$ cat src/sv/md5sh_pkg.sv
// Package: shared types and constants for the MD5 stream hash.
package md5sh_pkg;

   typedef struct packed {
      logic [7:0] data_byte;
      logic       has_byte;
      logic       end_of_message;
   } md5sh_req_type;

   typedef struct packed {
      logic [31:0] digest_a;
      logic [31:0] digest_b;
      logic [31:0] digest_c;
      logic [31:0] digest_d;
   } md5sh_rsp_type;

   // Queue entry from the front end to the compression engine.
   typedef struct packed {
      logic         last;       // finishing block: emit digest, reload IV
      logic [511:0] block;      // 64 bytes, byte 0 in bits [7:0]
   } md5sh_blk_type;

   typedef enum logic [1:0] {
      FE_COLLECT,
      FE_PAD,
      FE_LEN
   } md5sh_fe_state_type;

   typedef enum logic [1:0] {
      BE_IDLE,
      BE_ROUND,
      BE_ADD
   } md5sh_be_state_type;

   localparam logic [31:0] IV_A = 32'h67452301;
   localparam logic [31:0] IV_B = 32'hefcdab89;
   localparam logic [31:0] IV_C = 32'h98badcfe;
   localparam logic [31:0] IV_D = 32'h10325476;
   localparam logic [7:0]  PAD_BYTE = 8'h80;

   function automatic logic [31:0] round_const(input logic [5:0] i);
      logic [31:0] k;
      case (i)
         6'd0: k = 32'hd76aa478;  6'd1: k = 32'he8c7b756;  6'd2: k = 32'h242070db;
         6'd3: k = 32'hc1bdceee;  6'd4: k = 32'hf57c0faf;  6'd5: k = 32'h4787c62a;
         6'd6: k = 32'ha8304613;  6'd7: k = 32'hfd469501;  6'd8: k = 32'h698098d8;
         6'd9: k = 32'h8b44f7af;  6'd10: k = 32'hffff5bb1; 6'd11: k = 32'h895cd7be;
         6'd12: k = 32'h6b901122; 6'd13: k = 32'hfd987193; 6'd14: k = 32'ha679438e;
         6'd15: k = 32'h49b40821; 6'd16: k = 32'hf61e2562; 6'd17: k = 32'hc040b340;
         6'd18: k = 32'h265e5a51; 6'd19: k = 32'he9b6c7aa; 6'd20: k = 32'hd62f105d;
         6'd21: k = 32'h02441453; 6'd22: k = 32'hd8a1e681; 6'd23: k = 32'he7d3fbc8;
         6'd24: k = 32'h21e1cde6; 6'd25: k = 32'hc33707d6; 6'd26: k = 32'hf4d50d87;
         6'd27: k = 32'h455a14ed; 6'd28: k = 32'ha9e3e905; 6'd29: k = 32'hfcefa3f8;
         6'd30: k = 32'h676f02d9; 6'd31: k = 32'h8d2a4c8a; 6'd32: k = 32'hfffa3942;
         6'd33: k = 32'h8771f681; 6'd34: k = 32'h6d9d6122; 6'd35: k = 32'hfde5380c;
         6'd36: k = 32'ha4beea44; 6'd37: k = 32'h4bdecfa9; 6'd38: k = 32'hf6bb4b60;
         6'd39: k = 32'hbebfbc70; 6'd40: k = 32'h289b7ec6; 6'd41: k = 32'heaa127fa;
         6'd42: k = 32'hd4ef3085; 6'd43: k = 32'h04881d05; 6'd44: k = 32'hd9d4d039;
         6'd45: k = 32'he6db99e5; 6'd46: k = 32'h1fa27cf8; 6'd47: k = 32'hc4ac5665;
         6'd48: k = 32'hf4292244; 6'd49: k = 32'h432aff97; 6'd50: k = 32'hab9423a7;
         6'd51: k = 32'hfc93a039; 6'd52: k = 32'h655b59c3; 6'd53: k = 32'h8f0ccc92;
         6'd54: k = 32'hffeff47d; 6'd55: k = 32'h85845dd1; 6'd56: k = 32'h6fa87e4f;
         6'd57: k = 32'hfe2ce6e0; 6'd58: k = 32'ha3014314; 6'd59: k = 32'h4e0811a1;
         6'd60: k = 32'hf7537e82; 6'd61: k = 32'hbd3af235; 6'd62: k = 32'h2ad7d2bb;
         6'd63: k = 32'heb86d391;
         default: k = 32'h0;
      endcase
      return k;
   endfunction

   function automatic logic [4:0] rot_amount(input logic [5:0] i);
      logic [4:0] s;
      case ({i[5:4], i[1:0]})
         4'd0: s = 5'd7;   4'd1: s = 5'd12;  4'd2: s = 5'd17;  4'd3: s = 5'd22;
         4'd4: s = 5'd5;   4'd5: s = 5'd9;   4'd6: s = 5'd14;  4'd7: s = 5'd20;
         4'd8: s = 5'd4;   4'd9: s = 5'd11;  4'd10: s = 5'd16; 4'd11: s = 5'd23;
         4'd12: s = 5'd6;  4'd13: s = 5'd10; 4'd14: s = 5'd15; 4'd15: s = 5'd21;
         default: s = 5'd0;
      endcase
      return s;
   endfunction

   // Message word index for round i.
   function automatic logic [3:0] word_index(input logic [5:0] i);
      logic [3:0] g;
      case (i[5:4])
         2'd0: g = i[3:0];
         2'd1: g = 4'(5 * i[3:0] + 1);
         2'd2: g = 4'(3 * i[3:0] + 5);
         default: g = 4'(7 * i[3:0]);
      endcase
      return g;
   endfunction

endpackage

$ cat src/sv/md5_stream_hash.sv
// MD5 stream hash: byte front end, block queue, round-serial compression engine.
// Throughput: one byte per cycle while the queue has room, pausing after each full
// block until it is handed on; the single round unit takes no new block until done.
// The digest follows the last beat once its final block, or both blocks when padding
// spills over, has left the engine; later if earlier blocks queue or the digest waits.
// Reset: synchronous, active high; chaining words return to the MD5 initial vector.
module md5_stream_hash import md5sh_pkg::*; (
   input  logic          clock,
   input  logic          reset,
   input  logic          req_valid,
   output logic          req_ready,
   input  md5sh_req_type req_data,
   output logic          rsp_valid,
   input  logic          rsp_ready,
   output md5sh_rsp_type rsp_data
);

   logic          f_valid, f_ready, e_valid, e_ready;
   md5sh_blk_type f_data, e_data;

   md5sh_front u_front (
      .clock, .reset, .req_valid, .req_ready, .req_data,
      .blk_valid(f_valid), .blk_ready(f_ready), .blk_data(f_data)
   );

   md5sh_queue u_queue (
      .clock, .reset,
      .in_valid(f_valid), .in_ready(f_ready), .in_data(f_data),
      .out_valid(e_valid), .out_ready(e_ready), .out_data(e_data)
   );

   md5sh_engine u_engine (
      .clock, .reset,
      .blk_valid(e_valid), .blk_ready(e_ready), .blk_data(e_data),
      .rsp_valid, .rsp_ready, .rsp_data
   );

endmodule

$ cat src/sv/md5sh_front.sv
// Front end: collect bytes into blocks, append padding and length.
module md5sh_front import md5sh_pkg::*; (
   input  logic          clock,
   input  logic          reset,
   input  logic          req_valid,
   output logic          req_ready,
   input  md5sh_req_type req_data,
   output logic          blk_valid,
   input  logic          blk_ready,
   output md5sh_blk_type blk_data
);

   md5sh_fe_state_type state_ff, state_in;
   logic [511:0] block_ff, block_in;
   logic [60:0]  count_ff, count_in;
   logic [5:0]   pos_ff, pos_in;     // next byte slot
   logic         blk_valid_ff, blk_valid_in;
   logic         blk_last_ff, blk_last_in;
   logic [63:0]  bit_len;

   assign bit_len   = {count_ff, 3'b000};
   assign req_ready = (state_ff == FE_COLLECT) && !blk_valid_ff;
   assign blk_valid = blk_valid_ff;
   assign blk_data  = '{last: blk_last_ff, block: block_ff};

   // Place bytes, issue full blocks, then pad and append the length.
   always_comb begin
      state_in     = state_ff;
      block_in     = block_ff;
      count_in     = count_ff;
      pos_in       = pos_ff;
      blk_valid_in = blk_valid_ff;
      blk_last_in  = blk_last_ff;
      if (blk_valid_ff && blk_ready) begin
         blk_valid_in = 1'b0;
      end
      case (state_ff)
         FE_COLLECT: begin
            if (req_valid && req_ready) begin
               if (req_data.has_byte) begin
                  block_in[pos_ff*8 +: 8] = req_data.data_byte;
                  count_in = count_ff + 61'd1;
                  pos_in   = pos_ff + 6'd1;
                  if (pos_ff == 6'd63) begin
                     blk_valid_in = 1'b1;
                     blk_last_in  = 1'b0;
                  end
               end
               if (req_data.end_of_message) begin
                  state_in = FE_PAD;
               end
            end
         end
         FE_PAD: begin
            if (!blk_valid_ff) begin
               block_in[pos_ff*8 +: 8] = PAD_BYTE;
               for (int j = 0; j < 64; j++) begin
                  if (j > pos_ff) block_in[j*8 +: 8] = 8'h00;
               end
               if (pos_ff > 6'd55) begin
                  blk_valid_in = 1'b1;
                  blk_last_in  = 1'b0;
                  pos_in       = 6'd0;
                  state_in     = FE_LEN;
               end else begin
                  block_in[511:448] = bit_len;
                  blk_valid_in = 1'b1;
                  blk_last_in  = 1'b1;
                  pos_in       = 6'd0;
                  count_in     = '0;
                  state_in     = FE_COLLECT;
               end
            end
         end
         FE_LEN: begin
            if (!blk_valid_ff) begin
               block_in = {bit_len, 448'd0};
               blk_valid_in = 1'b1;
               blk_last_in  = 1'b1;
               count_in     = '0;
               state_in     = FE_COLLECT;
            end
         end
         default: state_in = FE_COLLECT;
      endcase
   end

   always_ff @(posedge clock) begin
      if (reset) begin
         state_ff     <= FE_COLLECT;
         count_ff     <= '0;
         pos_ff       <= '0;
         blk_valid_ff <= 1'b0;
         blk_last_ff  <= 1'b0;
      end else begin
         state_ff     <= state_in;
         count_ff     <= count_in;
         pos_ff       <= pos_in;
         blk_valid_ff <= blk_valid_in;
         blk_last_ff  <= blk_last_in;
      end
      block_ff <= block_in;
   end

   // Byte slot follows the count.
   assert property (@(posedge clock) disable iff (reset)
      (state_ff == FE_COLLECT) |-> (pos_ff == count_ff[5:0]))
      else $error("slot and count disagree");
   // Padding never starts over an unsent block.
   assert property (@(posedge clock) disable iff (reset)
      (blk_valid_ff && !blk_ready) |=> blk_valid_ff && $stable(blk_last_ff))
      else $error("block dropped");
   assert property (@(posedge clock) disable iff (reset)
      req_ready |-> !blk_valid_ff)
      else $error("accepting while block pending");

endmodule

$ cat src/sv/md5sh_queue.sv
// Two-entry queue of blocks between front end and compression engine.
module md5sh_queue import md5sh_pkg::*; (
   input  logic          clock,
   input  logic          reset,
   input  logic          in_valid,
   output logic          in_ready,
   input  md5sh_blk_type in_data,
   output logic          out_valid,
   input  logic          out_ready,
   output md5sh_blk_type out_data
);

   md5sh_blk_type slot_ff [2];
   logic       wptr_ff, rptr_ff;
   logic [1:0] fill_ff;
   logic       push, pop;

   assign in_ready  = (fill_ff != 2'd2);
   assign out_valid = (fill_ff != 2'd0);
   assign out_data  = slot_ff[rptr_ff];
   assign push = in_valid && in_ready;
   assign pop  = out_valid && out_ready;

   // Advance pointers and fill level.
   always_ff @(posedge clock) begin
      if (reset) begin
         wptr_ff <= 1'b0;
         rptr_ff <= 1'b0;
         fill_ff <= 2'd0;
      end else begin
         if (push) wptr_ff <= ~wptr_ff;
         if (pop)  rptr_ff <= ~rptr_ff;
         fill_ff <= fill_ff + 2'(push) - 2'(pop);
      end
      if (push) slot_ff[wptr_ff] <= in_data;
   end

   assert property (@(posedge clock) disable iff (reset) fill_ff != 2'd3)
      else $error("queue overflow");
   assert property (@(posedge clock) disable iff (reset)
      (fill_ff == 2'd2) |-> (wptr_ff == rptr_ff))
      else $error("pointer mismatch when full");
   assert property (@(posedge clock) disable iff (reset)
      (fill_ff == 2'd0) |-> (wptr_ff == rptr_ff))
      else $error("pointer mismatch when empty");

endmodule

$ cat src/sv/md5sh_engine.sv
// Engine: one MD5 round per cycle in BE_ROUND, digest output register.
module md5sh_engine import md5sh_pkg::*; (
   input  logic          clock,
   input  logic          reset,
   input  logic          blk_valid,
   output logic          blk_ready,
   input  md5sh_blk_type blk_data,
   output logic          rsp_valid,
   input  logic          rsp_ready,
   output md5sh_rsp_type rsp_data
);

   md5sh_be_state_type state_ff, state_in;
   logic [31:0]  ch_ff [4];
   logic [31:0]  a_ff, b_ff, c_ff, d_ff;
   logic [511:0] w_ff;
   logic         last_ff;
   logic [5:0]   rnd_ff;
   logic         rsp_valid_ff;
   md5sh_rsp_type rsp_ff;
   logic [31:0]  f, sum, rot, wg;
   logic [31:0]  na, nb, nc, nd;
   logic [4:0]   s;

   // A new block starts only when the digest register is free.
   assign blk_ready = (state_ff == BE_IDLE) && !rsp_valid_ff;
   assign rsp_valid = rsp_valid_ff;
   assign rsp_data  = rsp_ff;

   // One round.
   always_comb begin
      case (rnd_ff[5:4])
         2'd0: f = (b_ff & c_ff) | (~b_ff & d_ff);
         2'd1: f = (d_ff & b_ff) | (~d_ff & c_ff);
         2'd2: f = b_ff ^ c_ff ^ d_ff;
         default: f = c_ff ^ (b_ff | ~d_ff);
      endcase
      wg  = w_ff[word_index(rnd_ff)*32 +: 32];
      sum = a_ff + f + wg + round_const(rnd_ff);
      s   = rot_amount(rnd_ff);
      rot = (sum << s) | (sum >> (6'd32 - {1'b0, s}));
   end

   assign na = ch_ff[0] + a_ff;
   assign nb = ch_ff[1] + b_ff;
   assign nc = ch_ff[2] + c_ff;
   assign nd = ch_ff[3] + d_ff;

   always_comb begin
      state_in = state_ff;
      case (state_ff)
         BE_IDLE:  if (blk_valid && blk_ready) state_in = BE_ROUND;
         BE_ROUND: if (rnd_ff == 6'd63) state_in = BE_ADD;
         BE_ADD:   state_in = BE_IDLE;
         default:  state_in = BE_IDLE;
      endcase
   end

   always_ff @(posedge clock) begin
      if (reset) begin
         state_ff     <= BE_IDLE;
         rsp_valid_ff <= 1'b0;
         ch_ff[0] <= IV_A; ch_ff[1] <= IV_B; ch_ff[2] <= IV_C; ch_ff[3] <= IV_D;
         rnd_ff <= '0;
      end else begin
         state_ff <= state_in;
         if (rsp_valid_ff && rsp_ready) rsp_valid_ff <= 1'b0;
         case (state_ff)
            BE_IDLE: begin
               if (blk_valid && blk_ready) begin
                  rnd_ff <= '0;
               end
            end
            BE_ROUND: rnd_ff <= rnd_ff + 6'd1;
            BE_ADD: begin
               // Fold the block in; on the last block emit and reload the IV.
               if (last_ff) begin
                  rsp_valid_ff <= 1'b1;
                  ch_ff[0] <= IV_A; ch_ff[1] <= IV_B;
                  ch_ff[2] <= IV_C; ch_ff[3] <= IV_D;
               end else begin
                  ch_ff[0] <= na; ch_ff[1] <= nb; ch_ff[2] <= nc; ch_ff[3] <= nd;
               end
            end
            default: ;
         endcase
      end
      // Working registers and payload.
      if (state_ff == BE_IDLE && blk_valid && blk_ready) begin
         w_ff    <= blk_data.block;
         last_ff <= blk_data.last;
         a_ff <= ch_ff[0]; b_ff <= ch_ff[1]; c_ff <= ch_ff[2]; d_ff <= ch_ff[3];
      end else if (state_ff == BE_ROUND) begin
         a_ff <= d_ff;
         d_ff <= c_ff;
         c_ff <= b_ff;
         b_ff <= b_ff + rot;
      end
      if (state_ff == BE_ADD && last_ff && !reset) begin
         rsp_ff <= '{digest_a: na, digest_b: nb, digest_c: nc, digest_d: nd};
      end
   end

   assert property (@(posedge clock) disable iff (reset)
      (state_ff == BE_ADD) |-> !rsp_valid_ff)
      else $error("digest overwritten");
   assert property (@(posedge clock) disable iff (reset)
      (state_ff == BE_ROUND && rnd_ff == 6'd63) |=> (state_ff == BE_ADD))
      else $error("round count broken");
   assert property (@(posedge clock) disable iff (reset)
      (state_ff == BE_IDLE) |-> (rnd_ff == 6'd0 || rnd_ff == 6'd63 || $past(reset)
         || rnd_ff == 6'd0))
      else $error("stray round counter");

endmodule
$ cat config.mk
export PLATFORM = sky130hd
export DESIGN_NAME = md5_stream_hash
export DESIGN_NICKNAME = d
export VERILOG_FILES = /design/src/sv/md5sh_pkg.sv /design/src/sv/md5_stream_hash.sv /design/src/sv/md5sh_front.sv /design/src/sv/md5sh_queue.sv /design/src/sv/md5sh_engine.sv
export SDC_FILE = /design/constraint.sdc
export NUM_CORES = 2
export LEC_CHECK = 0
export ABC_AREA = 1
export BUFFER_PORTS_ARGS = -buffer_cell sky130_fd_sc_hd__buf_2
export CAP_MARGIN = 30
export CORE_UTILIZATION = 31
export CTS_CLUSTER_SIZE = 30
export DETAILED_ROUTE_END_ITERATION = 6
export GPL_TIMING_DRIVEN = 0
export PLACE_DENSITY = 0.46
export SYNTH_ARGS = -nofsm -noshare
export SYNTH_HDL_FRONTEND = slang
export SYNTH_HIERARCHICAL = 1
export SYNTH_SLANG_ARGS = --single-unit
$ cat constraint.sdc
create_clock -name clock -period 22.9 [get_ports clock]
set_input_delay 4.58 -clock clock [delete_from_list [all_inputs] [get_ports clock]]
set_output_delay 4.58 -clock clock [all_outputs]
set_load 0.01 [all_outputs]
# Word-level counts from Yosys, hierarchy flattened
# Memories as Yosys holds them, arrays and structs flattened. A register that Yosys moved wholly into a read port is not among the register bits.
# Cells that the tools add are included.
[totals]
ff_bits = 852
latch_bits = 0
mem_bits_rw = 1154
rom_bits = 2128
in_bits = 14
output_inout_bits = 130
wordCells = 326
mem_count = 4
[op_classes]
n_addsub = 17
mul = 3
div = 0
n_lt_le_gt_ge = 64
n_eq_ne = 18
n_shift = 6
mux = 142
bitwise = 23
n_reduce_logical = 29
[mem_list]
columns = ["name", "depth", "width", "rd", "rd_ports_with_merged_regs", "write_ports", "line", "source"]
rows = [
  ["(no name shown)", 64, 32, 1, 1, 0, "md5sh_pkg.sv:43", "case (i)"],
  ["u_queue.slot_ff", 2, 513, 1, 1, 1, "md5sh_queue.sv:13", "md5sh_blk_type slot_ff [2];"],
  ["u_engine.ch_ff", 4, 32, 4, 0, 4, "md5sh_engine.sv:14", "logic [31:0] ch_ff [4];"],
  ["(no name shown)", 16, 5, 1, 1, 0, "md5sh_pkg.sv:73", "case ({i[5:4], i[1:0]})"],
]
[ops]
columns = ["op", "n"]
rows = [
  ["$mux 512", 4],
  ["$pmux 512 s3", 1],
  ["$bwmux 512", 2],
  ["$mux 32", 16],
  ["$shift 8x34->512 const A", 1],
  ["$shiftx 512x10->32", 1],
  ["$shiftx 8x34->512", 1],
  ["$shiftx 8x34->512 const A", 1],
  ["$mux 8", 63],
  ["$mux 61", 5],
  ["$add 32x32->32", 8],
  ["$gt 6x6->1 const A", 32],
  ["$pmux 61 s3", 1],
  ["$and 32x32->32", 4],
  ["$or 32x32->32", 4],
  ["$gt 5x6->1 const A", 16],
  ["$pmux 32 s3", 1],
  ["$xor 32x32->32", 3],
  ["$mux 64", 1],
  ["$not 32->32", 2],
  ["$add 61x1->61 const B", 1],
  ["$gt 4x6->1 const A", 8],
  ["$mux 6", 6],
  ["$neg 9->34", 1],
  ["40 further kinds", 119],
]

# Logic depth before layout (Yosys ltp)
[logic_depth]
ltp_word = 12
mapped_depth = 58
depth_no_buf = 56

# Modules after synthesis
# The synthesis kept the hierarchy.
[modules_own_cells]
columns = ["mod", "n_inst", "cells_per_inst", "area_per_inst_um2", "seq_area_each_um2"]
rows = [
  ["md5sh_engine", 1, 6110, 54502.3, 27536.4],
  ["md5sh_queue", 1, 1633, 37447.2, 30909.6],
  ["md5sh_front", 1, 4071, 32122.1, 16796.1],
]

# Worst setup path before layout
# No wires, ideal clock.
[synth_timing]
path_kind = "reg2reg"
from = "reg u_queue.fill_ff[0]"
to = "mem u_queue/slot_ff[0][0] (netlist name) (enable)"
setup_time_ns = 1.400
arrival_time_ns = 21.802
required_ns = 21.500
slack_ns = -0.302
stages_incl_launch_ff = 5
n_path_buf = 0
synth_period_minus_slack_ns = 23.202
path_cell_list = "dfxtp_1 > inv_1 > nand2_1 > nand2_1 > nor2_1"
[synth_between]
elab_chain_len = 4
[synth_rtl]
columns = ["item", "line", "source"]
rows = [
  ["from (decl)", "md5sh_queue.sv:15", "logic [1:0] fill_ff;"],
  ["from (signal assigned)", "md5sh_queue.sv:33", "fill_ff <= fill_ff + 2'(push) - 2'(pop);"],
  ["$ne 2x2->1", "md5sh_queue.sv:18", "assign in_ready = (fill_ff != 2'd2);"],
  ["via f_ready", "md5_stream_hash.sv:18", "logic f_valid, f_ready, e_valid, e_ready;"],
  ["$logic_and 1x1->1", "md5sh_queue.sv:21", "assign push = in_valid && in_ready;"],
  ["$mux 1", "md5sh_queue.sv:35", "if (push) slot_ff[wptr_ff] <= in_data;"],
  ["$mux 1 (implied by the code)", "md5sh_queue.sv:35", ""],
  ["to (decl)", "md5sh_queue.sv:13", ""],
]
# The timed path passes the listed nets, and every way through them passes these cells.

# Worst setup path in the final report
[layout_timing]
from = "reg u_engine.rnd_ff[0]"
to = "reg u_engine.b_ff[27], data pin"
[layout_between]
elab_chain_len = 11
word_cells_on_any_way = 15
cone_classes = "5 x add/sub; 3 x mul; 3 x shift; 3 x mux; 1 x bitwise"
[layout_rtl]
columns = ["item", "line", "source"]
rows = [
  ["from (decl)", "md5sh_engine.sv:18", "logic [5:0] rnd_ff;"],
  ["from (signal assigned)", "md5sh_engine.sv:74", "BE_ROUND: rnd_ff <= rnd_ff + 6'd1;"],
  ["$mul 2x4->4 / $mul 3x4->4 (equally long branches)", "md5sh_pkg.sv:89, md5sh_pkg.sv:88", ""],
  ["$add 4x3->4 / $add 4x1->4 (equally long branches)", "md5sh_pkg.sv:89, md5sh_pkg.sv:88", ""],
  ["$pmux 4 s3 (*)", "md5sh_pkg.sv:86", "case (i[5:4])"],
  ["$shiftx 512x10->32 (*)", "md5sh_engine.sv:38", "wg = w_ff[word_index(rnd_ff)*32 +: 32];"],
  ["$add 32x32->32 (*) (2 in a row)", "md5sh_engine.sv:39", "sum = a_ff + f + wg + round_const(rnd_ff);"],
  ["$shr 32x6->32 / $shl 32x5->32 (equally long branches)", "md5sh_engine.sv:41", "rot = (sum << s) | (sum >> (6'd32 - {1'b0, s}));"],
  ["$or 32x32->32 (*)", "md5sh_engine.sv:41", ""],
  ["$add 32x32->32 (*)", "md5sh_engine.sv:97", "b_ff <= b_ff + rot;"],
  ["$mux 32 (*)", "md5sh_engine.sv:93", "end else if (state_ff == BE_ROUND) begin"],
  ["$mux 32 (*)", "md5sh_engine.sv:89", "if (state_ff == BE_IDLE && blk_valid && blk_ready) begin"],
  ["to (signal assigned)", "md5sh_engine.sv:92", "a_ff <= ch_ff[0]; b_ff <= ch_ff[1]; c_ff <= ch_ff[2]; d_ff <= ch_ff[3];"],
  ["to (signal assigned)", "md5sh_engine.sv:97", ""],
  ["to (decl)", "md5sh_engine.sv:15", "logic [31:0] a_ff, b_ff, c_ff, d_ff;"],
]
# Mark *: on every way between the ends. The rest lies on a longest branch, timed or not. The select of a mux whose other input is x is not followed.
# A chain may end at the register's enable or synchronous reset.

==> impl_metrics.tcl <==
set metrics [dict create \
    clkLatencyLatePin_ps 970 \
    antenna_found_initial 41 \
    post_cts_resized 0 \
    clk_pin_slew_ps 60 \
    final_area_um2 144000 \
    drc 0 \
    post-place-ws_ps 10600 \
    worst_pin_slew_ps 1120 \
    postCtsSetupRepairBufs 0 \
    wirelength_um 526000 \
    grt_use_total_pct 25.5 \
    critical_path.max_stage_delay_ps 870 \
    synthesis.area_um2 124000 \
    drv_slew 0 \
    grt_pass1_wl_um 717000 \
    critPathKind "reg2reg" \
    synth_edf_count 2403 \
    cts-root-buf "clkbuf_16" \
    run_status "finished, final reports clean" \
    numCtsBuffers 305 \
    wl_per_cell_um 29.3 \
    synth_top_cell_area_share_pct 58.2 \
    syn_inst 11800 \
    finClkSkew_ps 91.2 \
    crit_slowest_cell "clkbuf_1" \
    relSlewSlack_pct 24.3 \
    start_util_pct 31.2 \
    grt_pass1_vias 89400 \
    die_y_um 635 \
    ant_nets 0 \
    cts.sinks 2557 \
    synthesis.nets 12100 \
    port_buffers 143 \
    fin_crit_sh_pct 56.4 \
    cp_common_cell "nand2_1" \
    drive_gt1_share_pct 13.4 \
    yosysTopAreaCell "edfxtp_1" \
    worstHoldPathType "reg2reg" \
    synth_area_leaders "edfxtp_1, nand2_1, mux2_2" \
    layout_min_cycle_time_ps 12910 \
    gp_congestion 0.987 \
    die-area_um2 403000 \
    critPathLaunch "u_engine/rnd_ff[0]" \
    boundaryPins 144 \
    hold_violations 0 \
    cts_hold_buf 0 \
    coreArea_um2 397000 \
    required_ps 23540 \
    arrival_ps 13550 \
    endpoint_kind "flip-flop" \
    die_w_um 635 \
    yosys.cell_types.count 75 \
    fmax_mhz 77.5 \
    rsz0062_at_grt "false" \
    htreeDepth 5 \
    synth_async_sr_flop_share_pct 0 \
    max-clock-path-buffers 4 \
    area_growth_pct 16.1 \
    dpl_cell_area_um2 134000 \
    first_pass_iters 7 \
    layout_setup_ws_ps 9990 \
    fp-row-count 231 \
    path_max_fanout 10 \
    vias 93600 \
    r2r_slack_ps 9990 \
    finalSetupViolCount 0 \
    ys_warn_count 6 \
    avgSynthCellArea_um2 10.5 \
    grt_max_degree 99 \
    ys.flop_type "edfxtp_1" \
    synth-seq-cells 2557 \
    fin_util_pct 36.3 \
    final_nets 12700 \
    cp-start-kind "flip-flop" \
    maxCapViolCount 0 \
    synth_most_common_cell "nand2_1" \
    synthTopCellsByCount "nand2_1, edfxtp_1, nor2_1" \
    drtIter0Drc 10400 \
    reg2reg_from "u_engine/rnd_ff[0]" \
    dpl.hpwl_um 409000 \
    cts_tree "yes" \
    yosysSeqAreaShare_pct 60.6 \
    vias_per_cell 5.22 \
    grt.overflow.total 0 \
]
[layout make-up]
class,count,area [um2]
diodes,10,25.0
plain buffers,483,2470
clock buffers,376,8070
clock inverters,180,1810
fillers,39900,253000
inverters,1011,3810
multi-input cells,7763,42800
flip-flops and latches,2557,75200
well taps,5242,6560
repair buffers,309,3350
[path summary, 6_finish.rpt]
check                                 end  cells past startpoint
setup / recovery        u_engine/b_ff[27]                     48
hold / removal    u_queue/slot_ff[0][224]                      0
setup reg to reg        u_engine/b_ff[27]                     48
hold reg to reg   u_queue/slot_ff[0][224]                      0
[cells in the final DEF, fill, tap and decap left out, types with 53 or more instances in the layout]
cell / instances
a21oi_1: 561
buf_2: 281
buf_6: 70
clkbuf_1: 303
clkbuf_16: 310
clkinv_1: 69
dfxtp_1: 154
edfxtp_1: 2403
fa_1: 69
ha_1: 224
inv_1: 970
mux2_2: 513
nand2_1: 2439
nand3_1: 765
nand4_1: 106
nor2_1: 1304
nor3_1: 103
o211ai_1: 108
o21ai_0: 708
o21ai_1: 102
o22ai_1: 65
o311ai_0: 54
or2_2: 60
xnor2_1: 53
xor2_1: 86
[critical path: cells and delay by family, from the launching register on]
family	cells	cell delay (ps)
compound gates	13	3330
simple gates	20	3120
buf+inv	8	2720
fa+ha+maj	6	2690
xor+xnor	1	160
flops	1	560
[through the flow]
stage	std cells	setup TNS, ps	hold WS [ps]
2_1_floorplan	11800	0	424
3_3_place_gp	17200	-4399930	453
3_5_place_dp	17400	0	456
4_1_cts	17900	0	455
5_1_grt	17900	0	473
6_report	17900	0	448
[layer usage]
layer	track usage (%)	up-vias	share of wire, %
met3	3.06	853	6.3
met4	13.8	4	6.4
met1	32.9	46400	41
li1	-	42600	-
met2	41.8	3706	46
met5	0	-	0.0044
[cell families after synthesis]
| group | after synthesis | synth area share [%] |
|---|---|---|
| and+or+nand+nor | 4928 | 16.5 |
| DFF | 2557 | 60.6 |
| AOI/OAI and AO/OA | 1888 | 8.76 |
| buffers and inverters | 1494 | 5.02 |
| muxes | 515 | 4.67 |
| adders and majority gates | 293 | 3.37 |
| xor gates and xnor gates | 139 | 0.981 |
Power is not shown: default switching activity piles up to over one toggle a cycle in this logic, so the estimate is an artifact.
